**config.mk**
```make
export PLATFORM = sky130hd
export DESIGN_NAME = pei_sqrt
export DESIGN_NICKNAME = d
export VERILOG_FILES = /design/src/design/pei_pkg.sv /design/src/design/pei_sqrt.sv
export SDC_FILE = /design/constraint.sdc
export NUM_CORES = 2
export LEC_CHECK = 0
export BUFFER_PORTS_ARGS = -buffer_cell sky130_fd_sc_hd__buf_2
export CAP_MARGIN = 20
export CORE_MARGIN = 2
export CORE_UTILIZATION = 58
export DETAILED_ROUTE_END_ITERATION = 7
export GPL_ROUTABILITY_DRIVEN = 1
export PLACE_DENSITY = 0.74
export SYNTH_ARGS = -nofsm -noshare
export SYNTH_HDL_FRONTEND = slang
export SYNTH_MEMORY_MAX_BITS = 65536
export SYNTH_SLANG_ARGS = --single-unit
export TNS_END_PERCENT = 100
```
**constraint.sdc**
```tcl
create_clock -name clk -period 4.1 [get_ports clk]
set_clock_uncertainty 0.1 [all_clocks]
set_input_delay 1.23 -clock clk [delete_from_list [all_inputs] [get_ports clk]]
set_output_delay 1.23 -clock clk [all_outputs]
set_load 0.05 [all_outputs]
```
**src/design/pei_pkg.sv**
```systemverilog
`timescale 1ns / 1ps
// Shared types and constants of the particle Euler integrator.
// No dependencies; every module of the block imports this package.
package pei_pkg;

  // Result bits of the root and quotient units
  localparam int PEI_STEPS = 32;

  // Register reset values
  localparam logic [30:0]        TIME_STEP_RST   = 31'd655;
  localparam logic [30:0]        SIM_SCALE_RST   = 31'd65536;
  localparam logic [30:0]        FORCE_LIMIT_RST = 31'd39321600;
  localparam logic signed [31:0] GRAVITY_Z_RST   = -32'sd642253;

  // Signed Q16.16 limits
  localparam logic signed [31:0] Q_MAX = 32'sh7fffffff;
  localparam logic signed [31:0] Q_MIN = 32'sh80000000;

  typedef enum logic [1:0] {
    CFG_TIME_STEP   = 2'd0,
    CFG_SIM_SCALE   = 2'd1,
    CFG_FORCE_LIMIT = 2'd2,
    CFG_GRAVITY_Z   = 2'd3
  } cfg_index_t;

  typedef struct packed {
    logic signed [31:0] pos_x;
    logic signed [31:0] pos_y;
    logic signed [31:0] pos_z;
    logic signed [31:0] vel_x;
    logic signed [31:0] vel_y;
    logic signed [31:0] vel_z;
    logic signed [31:0] force_x;
    logic signed [31:0] force_y;
    logic signed [31:0] force_z;
    logic               last_particle;
  } particle_t;

  typedef struct packed {
    logic signed [31:0] new_pos_x;
    logic signed [31:0] new_pos_y;
    logic signed [31:0] new_pos_z;
    logic signed [31:0] new_vel_x;
    logic signed [31:0] new_vel_y;
    logic signed [31:0] new_vel_z;
    logic               batch_end;
  } result_t;

endpackage

```
**src/design/pei_sqrt.sv**
```systemverilog
`timescale 1ns / 1ps
// Pipelined floor square root of a 64-bit value, one root bit per stage.
// Depends on pei_pkg.
module pei_sqrt #(
  parameter int SIDE_W = 1
) (
  input  logic                              clk,
  input  logic                              rst,
  input  logic                              in_valid,
  input  logic [2*pei_pkg::PEI_STEPS-1:0]   radicand,
  input  logic [SIDE_W-1:0]                 side_in,
  output logic                              out_valid,
  output logic [pei_pkg::PEI_STEPS-1:0]     root,
  output logic [SIDE_W-1:0]                 side_out
);
  import pei_pkg::*;

  localparam int W = PEI_STEPS;

  logic              vld  [W+1];
  logic [W+1:0]      rem  [W+1];
  logic [W-1:0]      rt   [W+1];
  logic [2*W-1:0]    rad  [W+1];
  logic [SIDE_W-1:0] side [W+1];

  logic [W+3:0]      acc   [W];
  logic [W+3:0]      trial [W];
  logic              take  [W];

  // Bring down two radicand bits and test the trial root
  always_comb begin
    for (int s = 0; s < W; s++) begin
      acc[s]   = {rem[s], rad[s][2*W-1 -: 2]};
      trial[s] = {2'b00, rt[s], 2'b01};
      take[s]  = acc[s] >= trial[s];
    end
  end

  // Advance valid bits
  always_ff @(posedge clk) begin
    if (rst) begin
      for (int s = 0; s <= W; s++) vld[s] <= 1'b0;
    end else begin
      vld[0] <= in_valid;
      for (int s = 0; s < W; s++) vld[s+1] <= vld[s];
    end
  end

  // Build the root one bit per stage
  always_ff @(posedge clk) begin
    rem[0]  <= '0;
    rt[0]   <= '0;
    rad[0]  <= radicand;
    side[0] <= side_in;
    for (int s = 0; s < W; s++) begin
      rem[s+1]  <= take[s] ? (W+2)'(acc[s] - trial[s]) : acc[s][W+1:0];
      rt[s+1]   <= {rt[s][W-2:0], take[s]};
      rad[s+1]  <= {rad[s][2*W-3:0], 2'b00};
      side[s+1] <= side[s];
    end
  end

  assign out_valid = vld[W];
  assign root      = rt[W];
  assign side_out  = side[W];

endmodule

```
==> flow_summary_export.csv <==
group,metric,value,unit
critical_path,worst_r2r_path_depth,12,
clocking,h_tree_level_count,5,
critical_path,regToRegEndpoint,"rem[0][971]$_DFF_P_",
synthesis,netlist_top_cells_area,"dfxtp_1, ha_1, xor2_1",
synthesis,synthArstFlopShare,0,
critical_path,crit_path_cell_trace,"inv_1 > ha_1 > nor2b_1 > o31a_1 > o31ai_1 > a211oi_1 > o31a_1 > o2111a_1 > o21ai_0 > nand3_1 > buf_4 > mux2_2",
min_path,hold_path_startpoint,"rad[0][1458]$_DFF_P_",
synthesis,synthesis.yosys.warnings,0,
grt,maximum_number_of_pins_on_one_net_before_global_route_repair,51,
final_layout,post_layout_net_count,10100,
critical_path,crit-reg2reg-launch,"rt[13][32]$_DFF_P_",
critical_path,setup.reg_to_reg.worst_slack,440,ps
min_path,min_delay_worst_endpoint,"rad[0][1524]$_DFF_P_",
min_path,min_delay_path_depth,0,
timing,final-max-slew-violation-count,0,
final_layout,area_growth,12.5,%
timing,grt_setup_unrepaired,"no",
clocking,clk_pin_slew_worst_paths,70,ps
detailed_routing,routed-via-count,64500,
die,dieArea,0.168,sq mm
grt,globalRouteMet2Util,0.449,
power,cellLeakagePower,50.1,nW
status,run_status,"finished, final reports clean",
power,peakVddDrop,0.533,mV
die,design.core.area,0.163,sq mm
final_layout,stdcell_area,0.107,sq mm
clocking,cts_repair_resize_count,0,
grt,grt_util_met1,0.279,
clocking,clock_latency,930,ps
clocking,clockBufferDepth,4,
timing,setup_viol,0,
timing,timing_worst_slew_pin_value,975,ps
detailed_routing,route.final.wire_length,206000,um
detailed_routing,drt-pass1-iter-count,6,
timing,worst_slew_margin_rel,0.345,
critical_path,critical-path-slowest-cell,"o31ai_1",
timing,totalNegativeSetupSlack,0,ps
synthesis,postSynth.topFlopCell,"dfxtp_1",
placed_design,dp_hpwl,150000,um
synthesis,synthDistinctLibCells,96,
clocking,cts-root-buf,"clkbuf_16",
synthesis,mappedNetlistArea,0.0953,sq mm
final_layout,fill_cells,12700,
synthesis,number_of_enable_flip_flop_cells_after_synthesis,0,
critical_path,cp_class,"reg -> reg",
grt,grt_usage,0.243,
placed_design,io_buffers,101,
synthesis,syn_nets,9887,
grt,antenna_found_initial,2,
critical_path,timing.critical_path.fanout_max,30,
detailed_routing,routed_via_density,5.44,
final_layout,finalCoreUtilization,0.658,
grt,grt_first_pass_wirelength,331000,um
power,totalPowerFinal,0.0674,W
synthesis,synth_top_area_frac,0.557,
critical_path,arrival,4310,ps
synthesis,post_synth_inst_count,9257,
clocking,numClockSinks,2653,
grt,gr-total-overflow,0,
timing,timing_hold_violations_final,0,
detailed_routing,drt_antenna_net_count,0,
timing,clock.fmax,0.273,GHz
detailed_routing,drc,0,
grt,globalRouteMet3Util,0.0320,
critical_path,worst_ep_required_time,4750,ps
critical_path,critPathMaxStageDelay,500,ps
clocking,tritoncts,"yes",
die,boundaryPins,102,
clocking,cts-hold-fix-buffers,0,
critical_path,crit_path_most_repeated_cell,"o31a_1",
placed_design,final_estimated_routing_congestion_in_global_placement,0.900,
synthesis,synth.largest_area_cell,"dfxtp_1",
critical_path,startpoint_type,"register",
critical_path,cp-end-kind,"register",
final_layout,count_of_antenna_diodes_in_the_layout,0,
synthesis,synthesis.area_per_instance,10.3,sq um
detailed_routing,detail_route.wl_per_cell,17.4,um
critical_path,critPathBufInv,2,
die,initial_core_util,0.585,
min_path,min_path_type,"reg -> reg",
synthesis,yosys_register_bits,2653,
grt,first_global_vias,64600,
placed_design,placement.cell_area,0.0983,sq mm
detailed_routing,drt_iter0_drc,3918,
timing,period_minus_slack,3660,ps
power,power_density,629,mW/mm^2
critical_path,critical-path-top-delay-family,"compound AO/OA/AOI/OAI gates",
synthesis,yosysSeqAreaShare,0.557,
die,floorplan.die.height,409,um
synthesis,synth.cells.most_frequent,"dfxtp_1, inv_1, nand2_1",
die,placementRows,148,
die,chipWidth,409,um
synthesis,synth.most_common_cell,"dfxtp_1",
timing,final_min_period_over_clock_period,0.893,
grt,grt-busiest-layer,"met2",
run,maxCapViolCount,0,
clocking,cts_setup_buffers,0,
clocking,cts-buffers-inserted,275,
final_layout,layout-drive-gt1-share,0.0773,
==> worst max-delay path by stage <==
stage	from	end	slack, ps	depth (start not counted)
CTS	rt[13][32]$_DFF_P_	rem[0][971]$_DFF_P_	460	12
finish	rt[13][32]$_DFF_P_	rem[0][971]$_DFF_P_	440	12
global route	rt[12][0]$_DFF_P_	rem[0][881]$_DFF_P_	150	11
floorplan	rt[14][32]$_DFF_P_	rem[0][1040]$_DFF_P_	820	12
global placement	rem[0][179]$_DFF_P_	rem[0][233]$_DFF_P_	550	9
detailed placement	rt[12][23]$_DFF_P_	rem[0][881]$_DFF_P_	520	12
==> per-layer routing <==
layer  vias to the layer above  part of all wire
li1                      32200                 -
met1                     30300              0.41
met2                      1489              0.52
met3                       569             0.036
met4                         2             0.043
met5                         -          0.000034
==> cells by family (layout without fill, tap and decap cells) <==
kind of cell | Yosys count | in the layout | synth area share
flip-flops | 2653 | 2653 | 0.557
AND/OR/NAND/NOR | 2383 | 2383 | 0.125
AO/OA/AOI/OAI | 1836 | 1836 | 0.120
buffers and inverters | 881 | 1310 | 0.0351
XOR/XNOR | 849 | 849 | 0.0780
adder cells (fa/ha/maj) | 562 | 562 | 0.0738
multiplexers | 92 | 92 | 0.0107
other | 1 | 1 | 0.0000393
==> area by class of cell <==
type | instances | area (sq um) | area share
inverters | 693 | 2600 | 0.0243
repair buffers | 151 | 928 | 0.00866
clock buffers | 364 | 7760 | 0.0724
clock inverters | 102 | 1150 | 0.0107
well taps | 2175 | 2720 | 0.0254
flip-flops and latches | 2653 | 53100 | 0.495
multi-input cells | 5723 | 39000 | 0.363
==> through the flow <==
| step | cells | hold WS (ps) | worst slack, ps |
|---|---|---|---|
| finish | 11900 | 174 | 438 |
| global route | 11900 | 184 | 148 |
| CTS | 11900 | 180 | 460 |
| detailed placement | 11400 | 212 | 515 |
| global placement | 11400 | 210 | 553 |
| floorplan | 9257 | 210 | 815 |
==> power by group <==
part | switching (W) | internal, W
Combinational | 0.00546 | 0.00442
Sequential | 0.00329 | 0.0298
Clock | 0.00990 | 0.0145
==> placed cells by master, fill, tap and decap left out, types with 43 or more instances in the layout <==
cell,count
mux2_2,76
nand2b_1,109
nor2b_1,124
a21oi_1,539
or4_1,70
a31oi_1,45
buf_4,45
o21ai_0,512
clkbuf_16,279
o21a_1,104
o21bai_1,43
nor4_1,120
inv_1,690
nand3_1,157
nor3_1,208
or2_2,48
clkinv_2,45
or3_1,91
a21o_1,226
buf_2,101
xor2_1,432
o31ai_1,54
nand4_1,92
xnor2_1,417
and3_1,53
dfxtp_1,2653
nand2_1,660
ha_1,562
nor2_1,494
clkbuf_8,46
==> state kept, by name (all words and copies together), names as in the netlist <==
name / flops
rem: 1003
rad: 1056
side: 33
rt: 528
vld: 33
Note: power is estimated with default switching activity, not from simulation.
